--- src/hdl/jdg_pkg.sv ---
// ----------------------------------------------------------------------------
// jdg_pkg
// Shared widths, range limits, stage map and month table for the Julian day
// to Gregorian date converter.
// ----------------------------------------------------------------------------
package jdg_pkg;

  localparam int DAY_W    = 23;
  localparam int FRAC_W   = 16;
  localparam int YEAR_W   = 14;
  localparam int MONTH_W  = 4;
  localparam int MDAY_W   = 5;

  localparam int X1_W     = 24;
  localparam int ALF_W    = 7;
  localparam int B_W      = 23;
  localparam int X2_W     = 27;
  localparam int C_W      = 14;
  localparam int BD_W     = 9;
  localparam int X3_W     = 23;
  localparam int E_W      = 4;

  localparam logic [DAY_W-1:0] DAY_MIN = 23'd1867217;
  localparam logic [DAY_W-1:0] DAY_MAX = 23'd5373484;

  localparam int ALF_DIV  = 146097;
  localparam int C_DIV    = 7305;
  localparam int E_DIV    = 306001;

  localparam int ST_IN    = 0;
  localparam int ST_DIV1  = 1;
  localparam int ST_B     = 4;
  localparam int ST_X2    = 5;
  localparam int ST_DIV2  = 6;
  localparam int ST_BD    = 9;
  localparam int ST_X3    = 10;
  localparam int ST_DIV3  = 11;
  localparam int ST_OUT   = 14;
  localparam int NUM_STAGES = 15;

  typedef logic [NUM_STAGES-1:0] stage_en_t;

  // floor(30.6001 * e)
  function automatic logic [BD_W-1:0] month_days(input logic [E_W-1:0] e);
    logic [BD_W-1:0] r;
    unique case (e)
      4'd0:    r = 9'd0;
      4'd1:    r = 9'd30;
      4'd2:    r = 9'd61;
      4'd3:    r = 9'd91;
      4'd4:    r = 9'd122;
      4'd5:    r = 9'd153;
      4'd6:    r = 9'd183;
      4'd7:    r = 9'd214;
      4'd8:    r = 9'd244;
      4'd9:    r = 9'd275;
      4'd10:   r = 9'd306;
      4'd11:   r = 9'd336;
      4'd12:   r = 9'd367;
      4'd13:   r = 9'd397;
      4'd14:   r = 9'd428;
      4'd15:   r = 9'd459;
      default: r = 9'd0;
    endcase
    return r;
  endfunction

endpackage

--- src/hdl/jdg_cdiv.sv ---
// ----------------------------------------------------------------------------
// jdg_cdiv
// Three-stage floor division by a constant: reciprocal multiply, remainder
// by back-multiply, one-step correction.
// ----------------------------------------------------------------------------
module jdg_cdiv #(
  parameter int N  = 24,
  parameter int D  = 146097,
  parameter int QW = 7
) (
  input  logic          clk_i,
  input  logic [2:0]    en_i,
  input  logic [N-1:0]  x_i,
  output logic [QW-1:0] q_o
);

  localparam longint unsigned RECIP = (64'd1 << N) / D;
  localparam int RW = $clog2(2 * D);
  localparam logic [N-1:0]  RECIP_W = N'(RECIP);
  localparam logic [N-1:0]  D_N     = N'(D);
  localparam logic [RW-1:0] D_R     = RW'(D);

  logic [N-1:0]   x_q;
  logic [2*N-1:0] prod_d, prod_q;
  logic [N-1:0]   q0_full, qd;
  logic [QW-1:0]  q0_q;
  logic [RW-1:0]  r_d, r_q;
  logic [QW-1:0]  q_d;

  assign prod_d  = (2*N)'(x_i) * (2*N)'(RECIP_W);
  assign q0_full = prod_q[2*N-1:N];
  assign qd      = q0_full * D_N;
  assign r_d     = RW'(x_q - qd);
  assign q_d     = q0_q + QW'(r_q >= D_R);

  always_ff @(posedge clk_i) begin
    if (en_i[0]) begin
      x_q    <= x_i;
      prod_q <= prod_d;
    end
    if (en_i[1]) begin
      q0_q <= q0_full[QW-1:0];
      r_q  <= r_d;
    end
    if (en_i[2]) begin
      q_o <= q_d;
    end
  end

endmodule

--- src/hdl/jdg_pipe_ctrl.sv ---
// ----------------------------------------------------------------------------
// jdg_pipe_ctrl
// Stage valid bits and per-stage load enables; a stage loads when it is
// empty or the stage after it moves.
// ----------------------------------------------------------------------------
module jdg_pipe_ctrl (
  input  logic               clk_i,
  input  logic               rst_ni,
  input  logic               in_valid_i,
  output logic               in_ready_o,
  output logic               out_valid_o,
  input  logic               out_ready_i,
  output jdg_pkg::stage_en_t en_o
);
  import jdg_pkg::*;

  stage_en_t valid_q, valid_d;

  for (genvar k = 0; k < NUM_STAGES; k++) begin : g_en
    assign en_o[k] = out_ready_i || !(&valid_q[NUM_STAGES-1:k]);
  end

  always_comb begin
    valid_d[0] = en_o[0] ? in_valid_i : valid_q[0];
    for (int k = 1; k < NUM_STAGES; k++) begin
      valid_d[k] = en_o[k] ? valid_q[k-1] : valid_q[k];
    end
  end

  always_ff @(posedge clk_i or negedge rst_ni) begin
    if (!rst_ni) begin
      valid_q <= '0;
    end else begin
      valid_q <= valid_d;
    end
  end

  assign in_ready_o  = en_o[0];
  assign out_valid_o = valid_q[NUM_STAGES-1];

`ifndef SYNTHESIS
  a_stall_only_full: assert property (@(posedge clk_i) disable iff (!rst_ni)
    !in_ready_o |-> &valid_q)
    else $error("input stalled with a bubble in the pipeline");

  a_accept_enters: assert property (@(posedge clk_i) disable iff (!rst_ni)
    in_valid_i && in_ready_o |=> valid_q[0])
    else $error("accepted item did not enter the first stage");

  a_out_hold: assert property (@(posedge clk_i) disable iff (!rst_ni)
    out_valid_o && !out_ready_i |=> out_valid_o)
    else $error("result dropped under stall");

  a_stage_hold: assert property (@(posedge clk_i) disable iff (!rst_ni)
    !out_ready_i && valid_q[NUM_STAGES-1] && valid_q[NUM_STAGES-2]
    |=> valid_q[NUM_STAGES-2])
    else $error("stalled stage lost its item");
`endif

endmodule

--- src/hdl/julian_day_to_gregorian.sv ---
// ----------------------------------------------------------------------------
// julian_day_to_gregorian
// Julian day number to proleptic Gregorian year, month and day of month.
// ----------------------------------------------------------------------------
// The block takes one item per clock cycle unless the output is stalled with
// every stage full. Its pipeline holds the three constant divisions of the
// Meeus method (by 146097, 7305 and 306001), each a three-stage unit of
// reciprocal multiply, back-multiply and correction, the clamp, the stages
// between the divisions, the year and month sums and the output register.
// Day numbers outside 1867217 to 5373484 set range_error_o and are converted
// as the nearest end of that range. Backpressure holds each stage that cannot
// advance while bubbles ahead of it still fill.
// ----------------------------------------------------------------------------
module julian_day_to_gregorian #(
  parameter int FRACTION_BITS = 16
) (
  input  logic                          clk_i,
  input  logic                          rst_ni,
  input  logic                          in_valid_i,
  output logic                          in_ready_o,
  input  logic [jdg_pkg::DAY_W-1:0]     day_number_i,
  input  logic [jdg_pkg::FRAC_W-1:0]    day_fraction_i,
  output logic                          out_valid_o,
  input  logic                          out_ready_i,
  output logic [jdg_pkg::YEAR_W-1:0]    year_o,
  output logic [jdg_pkg::MONTH_W-1:0]   month_o,
  output logic [jdg_pkg::MDAY_W-1:0]    day_of_month_o,
  output logic [jdg_pkg::FRAC_W-1:0]    fraction_out_o,
  output logic                          range_error_o
);
  import jdg_pkg::*;

  localparam int FRAC_KEPT = (FRACTION_BITS > FRAC_W) ? FRAC_W : FRACTION_BITS;
  localparam logic [FRAC_W-1:0] FRAC_MASK = FRAC_W'((33'd1 << FRAC_KEPT) - 33'd1);

  stage_en_t en;

  logic [FRAC_W-1:0] frac_q [NUM_STAGES-1];
  logic              err_q  [NUM_STAGES-1];
  logic [DAY_W-1:0]  z_q    [ST_B];
  logic [X1_W-1:0]   x1_q;
  logic [B_W-1:0]    b_q    [ST_B:ST_BD-1];
  logic [X2_W-1:0]   x2_q;
  logic [C_W-1:0]    c_q    [ST_BD:ST_OUT-1];
  logic [BD_W-1:0]   bd_q   [ST_BD:ST_OUT-1];
  logic [X3_W-1:0]   x3_q;

  logic [ALF_W-1:0]  alf;
  logic [C_W-1:0]    c_div;
  logic [E_W-1:0]    e_div;

  logic [DAY_W-1:0]   z_d;
  logic               err_d;
  logic [X1_W-1:0]    x1_d;
  logic [B_W-1:0]     b_d;
  logic [X2_W-1:0]    x2_d;
  logic [BD_W-1:0]    bd_d;
  logic [X3_W-1:0]    x3_d;
  logic [MONTH_W-1:0] month_d;
  logic [YEAR_W-1:0]  year_d;
  logic [MDAY_W-1:0]  mday_d;

  jdg_pipe_ctrl u_ctrl (
    .clk_i       (clk_i),
    .rst_ni      (rst_ni),
    .in_valid_i  (in_valid_i),
    .in_ready_o  (in_ready_o),
    .out_valid_o (out_valid_o),
    .out_ready_i (out_ready_i),
    .en_o        (en)
  );

  // clamp to supported range
  always_comb begin
    z_d   = day_number_i;
    err_d = 1'b0;
    if (day_number_i < DAY_MIN) begin
      z_d   = DAY_MIN;
      err_d = 1'b1;
    end else if (day_number_i > DAY_MAX) begin
      z_d   = DAY_MAX;
      err_d = 1'b1;
    end
  end

  assign x1_d = X1_W'({2'b00, z_d, 2'b00} - 27'd7468865);

  jdg_cdiv #(.N(X1_W), .D(ALF_DIV), .QW(ALF_W)) u_div_alf (
    .clk_i (clk_i),
    .en_i  (en[ST_DIV1+2:ST_DIV1]),
    .x_i   (x1_q),
    .q_o   (alf)
  );

  assign b_d = B_W'(z_q[ST_B-1]) + B_W'(1525) + B_W'(alf) - B_W'(alf >> 2);
  assign x2_d = X2_W'(b_q[ST_B]) * X2_W'(20) - X2_W'(2442);

  jdg_cdiv #(.N(X2_W), .D(C_DIV), .QW(C_W)) u_div_c (
    .clk_i (clk_i),
    .en_i  (en[ST_DIV2+2:ST_DIV2]),
    .x_i   (x2_q),
    .q_o   (c_div)
  );

  assign bd_d = BD_W'(b_q[ST_BD-1]
                - (B_W'(c_div) * B_W'(365) + B_W'(c_div >> 2)));
  assign x3_d = X3_W'(bd_q[ST_BD]) * X3_W'(10000);

  jdg_cdiv #(.N(X3_W), .D(E_DIV), .QW(E_W)) u_div_e (
    .clk_i (clk_i),
    .en_i  (en[ST_DIV3+2:ST_DIV3]),
    .x_i   (x3_q),
    .q_o   (e_div)
  );

  assign mday_d  = MDAY_W'(bd_q[ST_OUT-1] - month_days(e_div));
  assign month_d = (e_div > 4'd13) ? e_div - 4'd13 : e_div - 4'd1;
  assign year_d  = (month_d > 4'd2) ? c_q[ST_OUT-1] - YEAR_W'(4716)
                                    : c_q[ST_OUT-1] - YEAR_W'(4715);

  always_ff @(posedge clk_i) begin
    if (en[ST_IN]) begin
      frac_q[ST_IN] <= day_fraction_i & FRAC_MASK;
      err_q[ST_IN]  <= err_d;
      z_q[ST_IN]    <= z_d;
      x1_q          <= x1_d;
    end
    for (int k = 1; k < NUM_STAGES - 1; k++) begin
      if (en[k]) begin
        frac_q[k] <= frac_q[k-1];
        err_q[k]  <= err_q[k-1];
      end
    end
    for (int k = 1; k < ST_B; k++) begin
      if (en[k]) z_q[k] <= z_q[k-1];
    end
    if (en[ST_B]) b_q[ST_B] <= b_d;
    for (int k = ST_B + 1; k < ST_BD; k++) begin
      if (en[k]) b_q[k] <= b_q[k-1];
    end
    if (en[ST_X2]) x2_q <= x2_d;
    if (en[ST_BD]) begin
      c_q[ST_BD]  <= c_div;
      bd_q[ST_BD] <= bd_d;
    end
    for (int k = ST_BD + 1; k < ST_OUT; k++) begin
      if (en[k]) begin
        c_q[k]  <= c_q[k-1];
        bd_q[k] <= bd_q[k-1];
      end
    end
    if (en[ST_X3]) x3_q <= x3_d;
    if (en[ST_OUT]) begin
      year_o         <= year_d;
      month_o        <= month_d;
      day_of_month_o <= mday_d;
      fraction_out_o <= frac_q[ST_OUT-1];
      range_error_o  <= err_q[ST_OUT-1];
    end
  end

endmodule
--- config.mk ---
export PLATFORM = sky130hd
export DESIGN_NAME = julian_day_to_gregorian
export DESIGN_NICKNAME = d
export VERILOG_FILES = /design/src/hdl/jdg_pkg.sv /design/src/hdl/jdg_cdiv.sv /design/src/hdl/jdg_pipe_ctrl.sv /design/src/hdl/julian_day_to_gregorian.sv
export SDC_FILE = /design/constraint.sdc
export NUM_CORES = 2
export LEC_CHECK = 0
export BUFFER_PORTS_ARGS = -buffer_cell sky130_fd_sc_hd__buf_2
export CORE_UTILIZATION = 55
export CTS_BUF_LIST = sky130_fd_sc_hd__clkbuf_4
export DETAILED_ROUTE_END_ITERATION = 10
export PLACE_DENSITY_LB_ADDON = 0.1
export SKIP_LAST_GASP = 1
export SLEW_MARGIN = 5
export SYNTH_ARGS = -nofsm -noshare
export SYNTH_HDL_FRONTEND = slang
export SYNTH_SLANG_ARGS = --single-unit
--- constraint.sdc ---
create_clock -name clk_i -period 9.4 [get_ports clk_i]
set_input_delay 1.88 -clock clk_i [delete_from_list [all_inputs] [get_ports clk_i]]
set_output_delay 1.88 -clock clk_i [all_outputs]
set_load 0.01 [all_outputs]
; ---- After elaboration in Yosys (flattened, before gate mapping)
; Memories as Yosys holds them, arrays and structs flattened. A register that Yosys moved wholly into a read port is not among the register bits.
; Cells that the tools add are included.
[word_totals]
latch_bits = 0
ramBits = 560
rom_bits = 144
word_cells = 156
memories = 7
inputBits = 43
register_bits = 356
[mem_list]
columns = memory, depth, width, read_ports, rd_clocked_by_memory_dff, wr, line_no
row1 = frac_q, 14, 16, 14, 1, 14, julian_day_to_gregorian.sv:38  ; logic [FRAC_W-1:0] frac_q [NUM_STAGES-1];
row2 = (name not given), 16, 9, 1, 1, 0, jdg_pkg.sv:46  ; unique case (e)
row3 = b_q, 5, 23, 5, 0, 5, julian_day_to_gregorian.sv:42  ; logic [B_W-1:0] b_q [ST_B:ST_BD-1];
row4 = z_q, 4, 23, 4, 0, 4, julian_day_to_gregorian.sv:40  ; logic [DAY_W-1:0] z_q [ST_B];
row5 = c_q, 5, 14, 5, 0, 5, julian_day_to_gregorian.sv:44  ; logic [C_W-1:0] c_q [ST_BD:ST_OUT-1];
row6 = bd_q, 5, 9, 5, 0, 5, julian_day_to_gregorian.sv:45  ; logic [BD_W-1:0] bd_q [ST_BD:ST_OUT-1];
row7 = 1 more memories, n/a, n/a, n/a, n/a, n/a, n/a
[classes]
reduce_logical = 44
eq_ne = 0
order_cmp = 7
addsub = 18
muxes = 35
mul = 9
div_mod_pow = 0
bitwise = 0
n_shift = 0
[op_table]
columns = operator, count
row1 = 23-bit two-way mux, 2
row2 = "27-bit by 15-bit multiplier with 42-bit output, second input constant", 1
row3 = "24-bit by 6-bit multiplier with 30-bit output, second input constant", 1
row4 = 1-bit two-way mux, 30
row5 = "14-bit by 13-bit subtractor with 14-bit output, second input constant", 2
row6 = "27-bit by 12-bit subtractor with 27-bit output, second input constant", 1
row7 = "23-bit by 3-bit multiplier with 25-bit output, second input constant", 1
row8 = "19-bit by 5-bit multiplier with 24-bit output, second input constant", 1
row9 = "24-bit by 23-bit subtractor with 24-bit output, second input constant", 1
row10 = "23-bit by 11-bit adder with 23-bit output, second input constant", 1
row11 = 23-bit by 7-bit adder with 23-bit output, 1
row12 = "23-bit greater-than comparator, second input constant", 1
row13 = "23-bit by 21-bit less-than comparator with 1-bit output, second input constant", 1
row14 = 23-bit by 5-bit subtractor with 23-bit output, 1
row15 = "20-bit by 19-bit >= comparator with 1-bit output, second input constant", 1
row16 = "5-bit by 19-bit multiplier with 20-bit output, second input constant", 1
row17 = 20-bit subtractor, 1
row18 = "19-bit by 18-bit >= comparator with 1-bit output, second input constant", 1
row19 = "7-bit by 18-bit multiplier with 19-bit output, second input constant", 1
row20 = "9-bit by 10-bit multiplier with 19-bit output, second input constant", 1
row21 = 19-bit subtractor, 1
row22 = 1-bit logical NOT, 15
row23 = 1-bit logical OR, 15
row24 = "15-bit by 13-bit multiplier with 14-bit output, second input constant", 1
row25 = 29 further kinds, 30

; ---- Longest topological paths before layout
[depth]
ltp_word = 5
ltp_mapped = 23
ltp_nobuf = 23

; ---- Cells and area by module
; A second synthesis with hierarchy kept.
[unflattened]
cells_unflattened = 3587
hier_area_um2 = 48240.0
[modules_own_cells]
columns = mod, cells_per_inst, area_per_inst_um2, seq_area_each_um2, instances
row1 = julian_day_to_gregorian, 1545, 25204.2, 17717.0, 1
row2 = jdg_cdiv (u_div_c), 819, 10013.4, 2102.0, 1
row3 = jdg_cdiv (u_div_alf), 566, 6293.5, 1771.7, 1
row4 = jdg_cdiv (u_div_e), 600, 6063.3, 1591.5, 1
row5 = jdg_pipe_ctrl, 57, 665.6, 375.4, 1

; ---- Least setup slack after synthesis
; OpenSTA, ideal clock, no wires.
[synth_timing]
kind = input -> output
startpoint = input port out_ready_i
endpoint = output port in_ready_o
path_stages = 10
slack_ps = -36
t_arrival_ps = 7556
path_buffers = 0
cell_sequence = nor2b_1 -> inv_1 -> nor2_1 -> and2_1 -> inv_1 -> nor2_1 -> and2_1 -> nand3_1 -> nor2_1 -> nand2_1
[synth_via]
elab_chain_len = 1
[synth_lines]
columns = item, line_no
row1 = "start, declared", julian_day_to_gregorian.sv:24  ; input logic out_ready_i,
row2 = 1-bit logical OR, jdg_pipe_ctrl.sv:20  ; assign en_o[k] = out_ready_i || !(&valid_q[NUM_STAGES-1:k]);
row3 = "end, declared", julian_day_to_gregorian.sv:20  ; output logic in_ready_o,
; Every way passes these cells.

; ---- Worst setup path after layout
[layout_timing]
startpoint = register x2_q[12]
endpoint = register u_div_c.prod_q[39], data pin
[layout_via]
elab_chain_len = 1
[layout_lines]
columns = item, line_no
row1 = "start, declared", julian_day_to_gregorian.sv:43  ; logic [X2_W-1:0] x2_q;
row2 = "start signal, assigned", julian_day_to_gregorian.sv:141  ; if (en[ST_X2]) x2_q <= x2_d;
row3 = 27-bit by 15-bit multiplier with 42-bit output, jdg_cdiv.sv:30  ; assign prod_d = (2*N)'(x_i) * (2*N)'(RECIP_W);
row4 = named net u_div_c.prod_d[39], jdg_cdiv.sv:24  ; logic [2*N-1:0] prod_d, prod_q;
row5 = "end signal, assigned", jdg_cdiv.sv:39  ; prod_q <= prod_d;
row6 = "end, declared", jdg_cdiv.sv:24
; The timed path passes the listed nets, and every way through them passes these cells.
; A chain may end at the register's enable or synchronous reset.

==> results.json <==
{
  "status": "completed",
  "synth_area_per_cell_um2": 13.7,
  "ios": 85,
  "growth_of_design_area_from_synthesis_to_finish_pct": 9.52,
  "chipWidth_um": 292,
  "min_path_type": "register to register",
  "yosysSeqAreaShare_pct": 50.3,
  "synth_area_leader_cell": "sky130_fd_sc_hd__edfxtp_1",
  "core_um2": 82600,
  "cts.sink_count": 779,
  "overall_track_demand_over_capacity_in_global_routing_pct": 19.4,
  "fin_setup_tns_ns": 0,
  "criticalPathCategory": "register to register",
  "post-synth-top-area-fraction_pct": 49.3,
  "grt_pass1_vias": 27048,
  "sequential_cell_area_in_the_final_layout_um2": 23300,
  "ys_ff_latch": 779,
  "grt_antenna_before_repair": 1,
  "fill_cells": 6477,
  "worst_setup_path_end_kind": "register",
  "tightestPinTransition_ns": 1.14,
  "vias": 25379,
  "dr.pass1.iters": 5,
  "placementRows": 105,
  "vias_per_cell": 5.21,
  "timing.final.crit_period_ns": 6.85,
  "period_share_pct": 72.9,
  "dpl.hpwl_um": 61600,
  "synthesis.area_um2": 46200,
  "clock-root-buffer": "sky130_fd_sc_hd__clkbuf_4",
  "synth-edff-count": 759,
  "ant_nets": 0,
  "numCtsBuffers": 195,
  "postSynth.asyncResetShare_pct": 1.93,
  "fin_util_pct": 61.3,
  "rr_endpoint": "u_div_c.prod_q[39]",
  "rsz0062_at_grt": "no",
  "setup.worst_path.start": "x2_q[12]",
  "detailed_place.area_um2": 48100,
  "worstHoldStart": "frac_q[7][5]",
  "maxClockFrequency_mhz": 146,
  "synthesized_netlist_net_count": 4323,
  "dpl_worst_slack_ns": 2.59,
  "clk-insertion-delay-late_ns": 1.06,
  "synthFlopType": "sky130_fd_sc_hd__edfxtp_1",
  "initial_utilization_pct": 56.0,
  "relSlewSlack_pct": 23.7,
  "max-cap-violations": 0,
  "grt_pass1_wl_um": 131000,
  "finalWeightedCongestion": 0.875,
  "cp_data_arrival_time_ns": 7.63,
  "grt_start_max_net_pins": 69,
  "clkSlewWorstSetupHoldPaths_ns": 0.07,
  "yosysWarnings": 0,
  "cts_buffer_depth": 3,
  "drt-wirelength-per-cell_um": 16.3,
  "finish.net_count": 4606,
  "fin_area_um2": 50600,
  "synth_cells": 3366,
  "post_cts.resized_instances": 0,
  "ys_types": 84,
  "rr_worst_depth": 18,
  "multi_input_comb_area_um2": 20600,
  "netlist_top_cells_area": "sky130_fd_sc_hd__edfxtp_1 (49%), sky130_fd_sc_hd__ha_1 (16%), sky130_fd_sc_hd__fa_1 (14%)",
  "drive_above_1_share_pct": 11.9,
  "synth_common_cells": "sky130_fd_sc_hd__edfxtp_1 (759), sky130_fd_sc_hd__inv_1 (624), sky130_fd_sc_hd__ha_1 (593), sky130_fd_sc_hd__fa_1 (321), sky130_fd_sc_hd__xnor2_1 (160)",
  "worst_hold_path.endpoint": "frac_q[8][5]",
  "r2r_setup_slack_ns": 2.55,
  "required_ns": 10.18,
  "critPathMaxFanout": 9,
  "place.port_buffers": 84,
  "h-tree-depth": 4,
  "setup-violations-final": 0,
  "timing.final.ws_setup_ns": 2.55,
  "die_height_um": 292,
  "post_cts_hold_buffer_count": 0,
  "first_iteration_detailed_routing_drc_count": 1016,
  "post-synth-top-count-cell": "sky130_fd_sc_hd__edfxtp_1",
  "die_area_um2": 85200,
  "cts_tree": "built",
  "route.final.wire_length_um": 79300,
  "clock-skew-final_ns": 0.0706,
  "final_max_slew_viol_count": 0,
  "globalRoute.totalOverflow": 0,
  "remaining_drc_errors": 0,
  "min_path_cells": 0,
  "post-cts-setup-buffers": 0,
  "timing.critical_path.from_type": "register",
  "report.final.hold_viol_count": 0,
  "r2r_start": "x2_q[12]"
}
-- per-stage QoR --
stage | std cells | hold slack (ns)
finish | 4870 | 0.372
global route | 4870 | 0.380
CTS | 4869 | 0.376
detailed placement | 4522 | 0.405
global placement | 4522 | 0.400
floorplan | 3366 | 0.400
-- flip-flops by register name, indices dropped and copies added (netlist names), 15 cells and up, named ones only --
signal	cells
x2_q	25
u_div_alf.x_q	16
z_q	92
x3_q	19
u_div_c.prod_q	15
c_q	70
u_div_e.x_q	16
fraction_out_o	16
u_div_alf.r_q	19
frac_q	224
x1_q	22
b_q	59
bd_q	21
u_ctrl.valid_q	15
u_div_e.r_q	20
-- kinds of logic (layout without fill, tap and decap cells) --
group	count (synthesis)	count (layout)	synth area share, %
buf+inv	635	1068	5.16
mux	10	10	0.254
xor+xnor	224	224	4.26
flops	779	779	50.3
simple gates	431	431	4.78
compound gates	373	373	5.29
fa+ha+maj	914	914	29.9
other cells	0	1	0
-- cell usage in the layout (no fill, tap or decap), types with 6 or more instances in the layout --
master                      count
sky130_fd_sc_hd__inv_1        621
sky130_fd_sc_hd__a21oi_1      115
sky130_fd_sc_hd__a21boi_0       6
sky130_fd_sc_hd__a31oi_1       18
sky130_fd_sc_hd__edfxtp_1     759
sky130_fd_sc_hd__buf_4         13
sky130_fd_sc_hd__clkbuf_4     283
sky130_fd_sc_hd__xnor2_1      160
sky130_fd_sc_hd__nor3_1        30
sky130_fd_sc_hd__or2_2         12
sky130_fd_sc_hd__buf_2         84
sky130_fd_sc_hd__xor2_1        63
sky130_fd_sc_hd__o21bai_1      23
sky130_fd_sc_hd__a21o_1        31
sky130_fd_sc_hd__nor2b_1       13
sky130_fd_sc_hd__o2111ai_1      6
sky130_fd_sc_hd__and4_1         6
sky130_fd_sc_hd__nand4_1       15
sky130_fd_sc_hd__nor2_1       101
sky130_fd_sc_hd__nand2b_1      26
sky130_fd_sc_hd__clkinv_2      10
sky130_fd_sc_hd__o21a_1        24
sky130_fd_sc_hd__nand2_1       83
sky130_fd_sc_hd__inv_12         6
sky130_fd_sc_hd__clkinv_1      39
sky130_fd_sc_hd__o211ai_1      12
sky130_fd_sc_hd__dfrtp_1       15
sky130_fd_sc_hd__o21ai_0       59
sky130_fd_sc_hd__or3_1         21
sky130_fd_sc_hd__ha_1         593
sky130_fd_sc_hd__fa_1         321
sky130_fd_sc_hd__nor4_1        14
sky130_fd_sc_hd__a211oi_1      10
sky130_fd_sc_hd__and3_1        18
sky130_fd_sc_hd__nand3_1       47
sky130_fd_sc_hd__o31ai_1        7
sky130_fd_sc_hd__and2_1        12
-- how the worst max path moves through the flow --
| stage | endpoint | slack, ns | depth (start not counted) |
|---|---|---|---|
| 2_1_floorplan | in_ready_o | 0.50 | 10 |
| 3_3_place_gp | u_div_c.prod_q[39] | 2.61 | 18 |
| 3_5_place_dp | in_ready_o | 2.59 | 14 |
| 4_1_cts | u_div_c.prod_q[39] | 2.57 | 18 |
| 5_1_grt | u_div_c.prod_q[39] | 2.20 | 20 |
| 6_report | u_div_c.prod_q[39] | 2.55 | 18 |
-- worst max-delay path: stages, from the launching register on --
cell	delay, ns
sky130_fd_sc_hd__edfxtp_1	0.59
sky130_fd_sc_hd__fa_1	0.56
sky130_fd_sc_hd__fa_1	0.54
sky130_fd_sc_hd__fa_1	0.45
sky130_fd_sc_hd__fa_1	0.53
sky130_fd_sc_hd__fa_1	0.56
sky130_fd_sc_hd__inv_1	0.06
sky130_fd_sc_hd__fa_1	0.54
sky130_fd_sc_hd__inv_1	0.05
sky130_fd_sc_hd__ha_1	0.28
sky130_fd_sc_hd__nand3_1	0.12
sky130_fd_sc_hd__or2_2	0.31
sky130_fd_sc_hd__o211ai_1	0.51
sky130_fd_sc_hd__or4b_2	0.63
sky130_fd_sc_hd__a31oi_1	0.31
sky130_fd_sc_hd__o2111ai_1	0.18
sky130_fd_sc_hd__nand3b_1	0.15
sky130_fd_sc_hd__a21oi_1	0.09
sky130_fd_sc_hd__xnor2_1	0.12
-- cell type report --
| cell class | instances | area share [%] |
|---|---|---|
| Antenna cell | 1 | 0.00494 |
| Clock inverter | 64 | 0.855 |
| Tap cell | 1070 | 2.64 |
| Inverter | 624 | 4.62 |
| Sequential cell | 779 | 45.9 |
| Timing Repair Buffer | 97 | 1.02 |
| Clock buffer | 283 | 4.19 |
| Multi-Input combinational cell | 1952 | 40.7 |
-- layer usage --
metal	vias to the layer above	wire length, um	GRT usage [%]
met1	12395	32800	22.9
met2	411	41700	34.7
li1	12410	-	-
met5	-	0	0
met4	0	2160	8.19
met3	163	2640	3.49
Power is not shown: default switching activity piles up to over one toggle a cycle in this logic, so the estimate is an artifact.
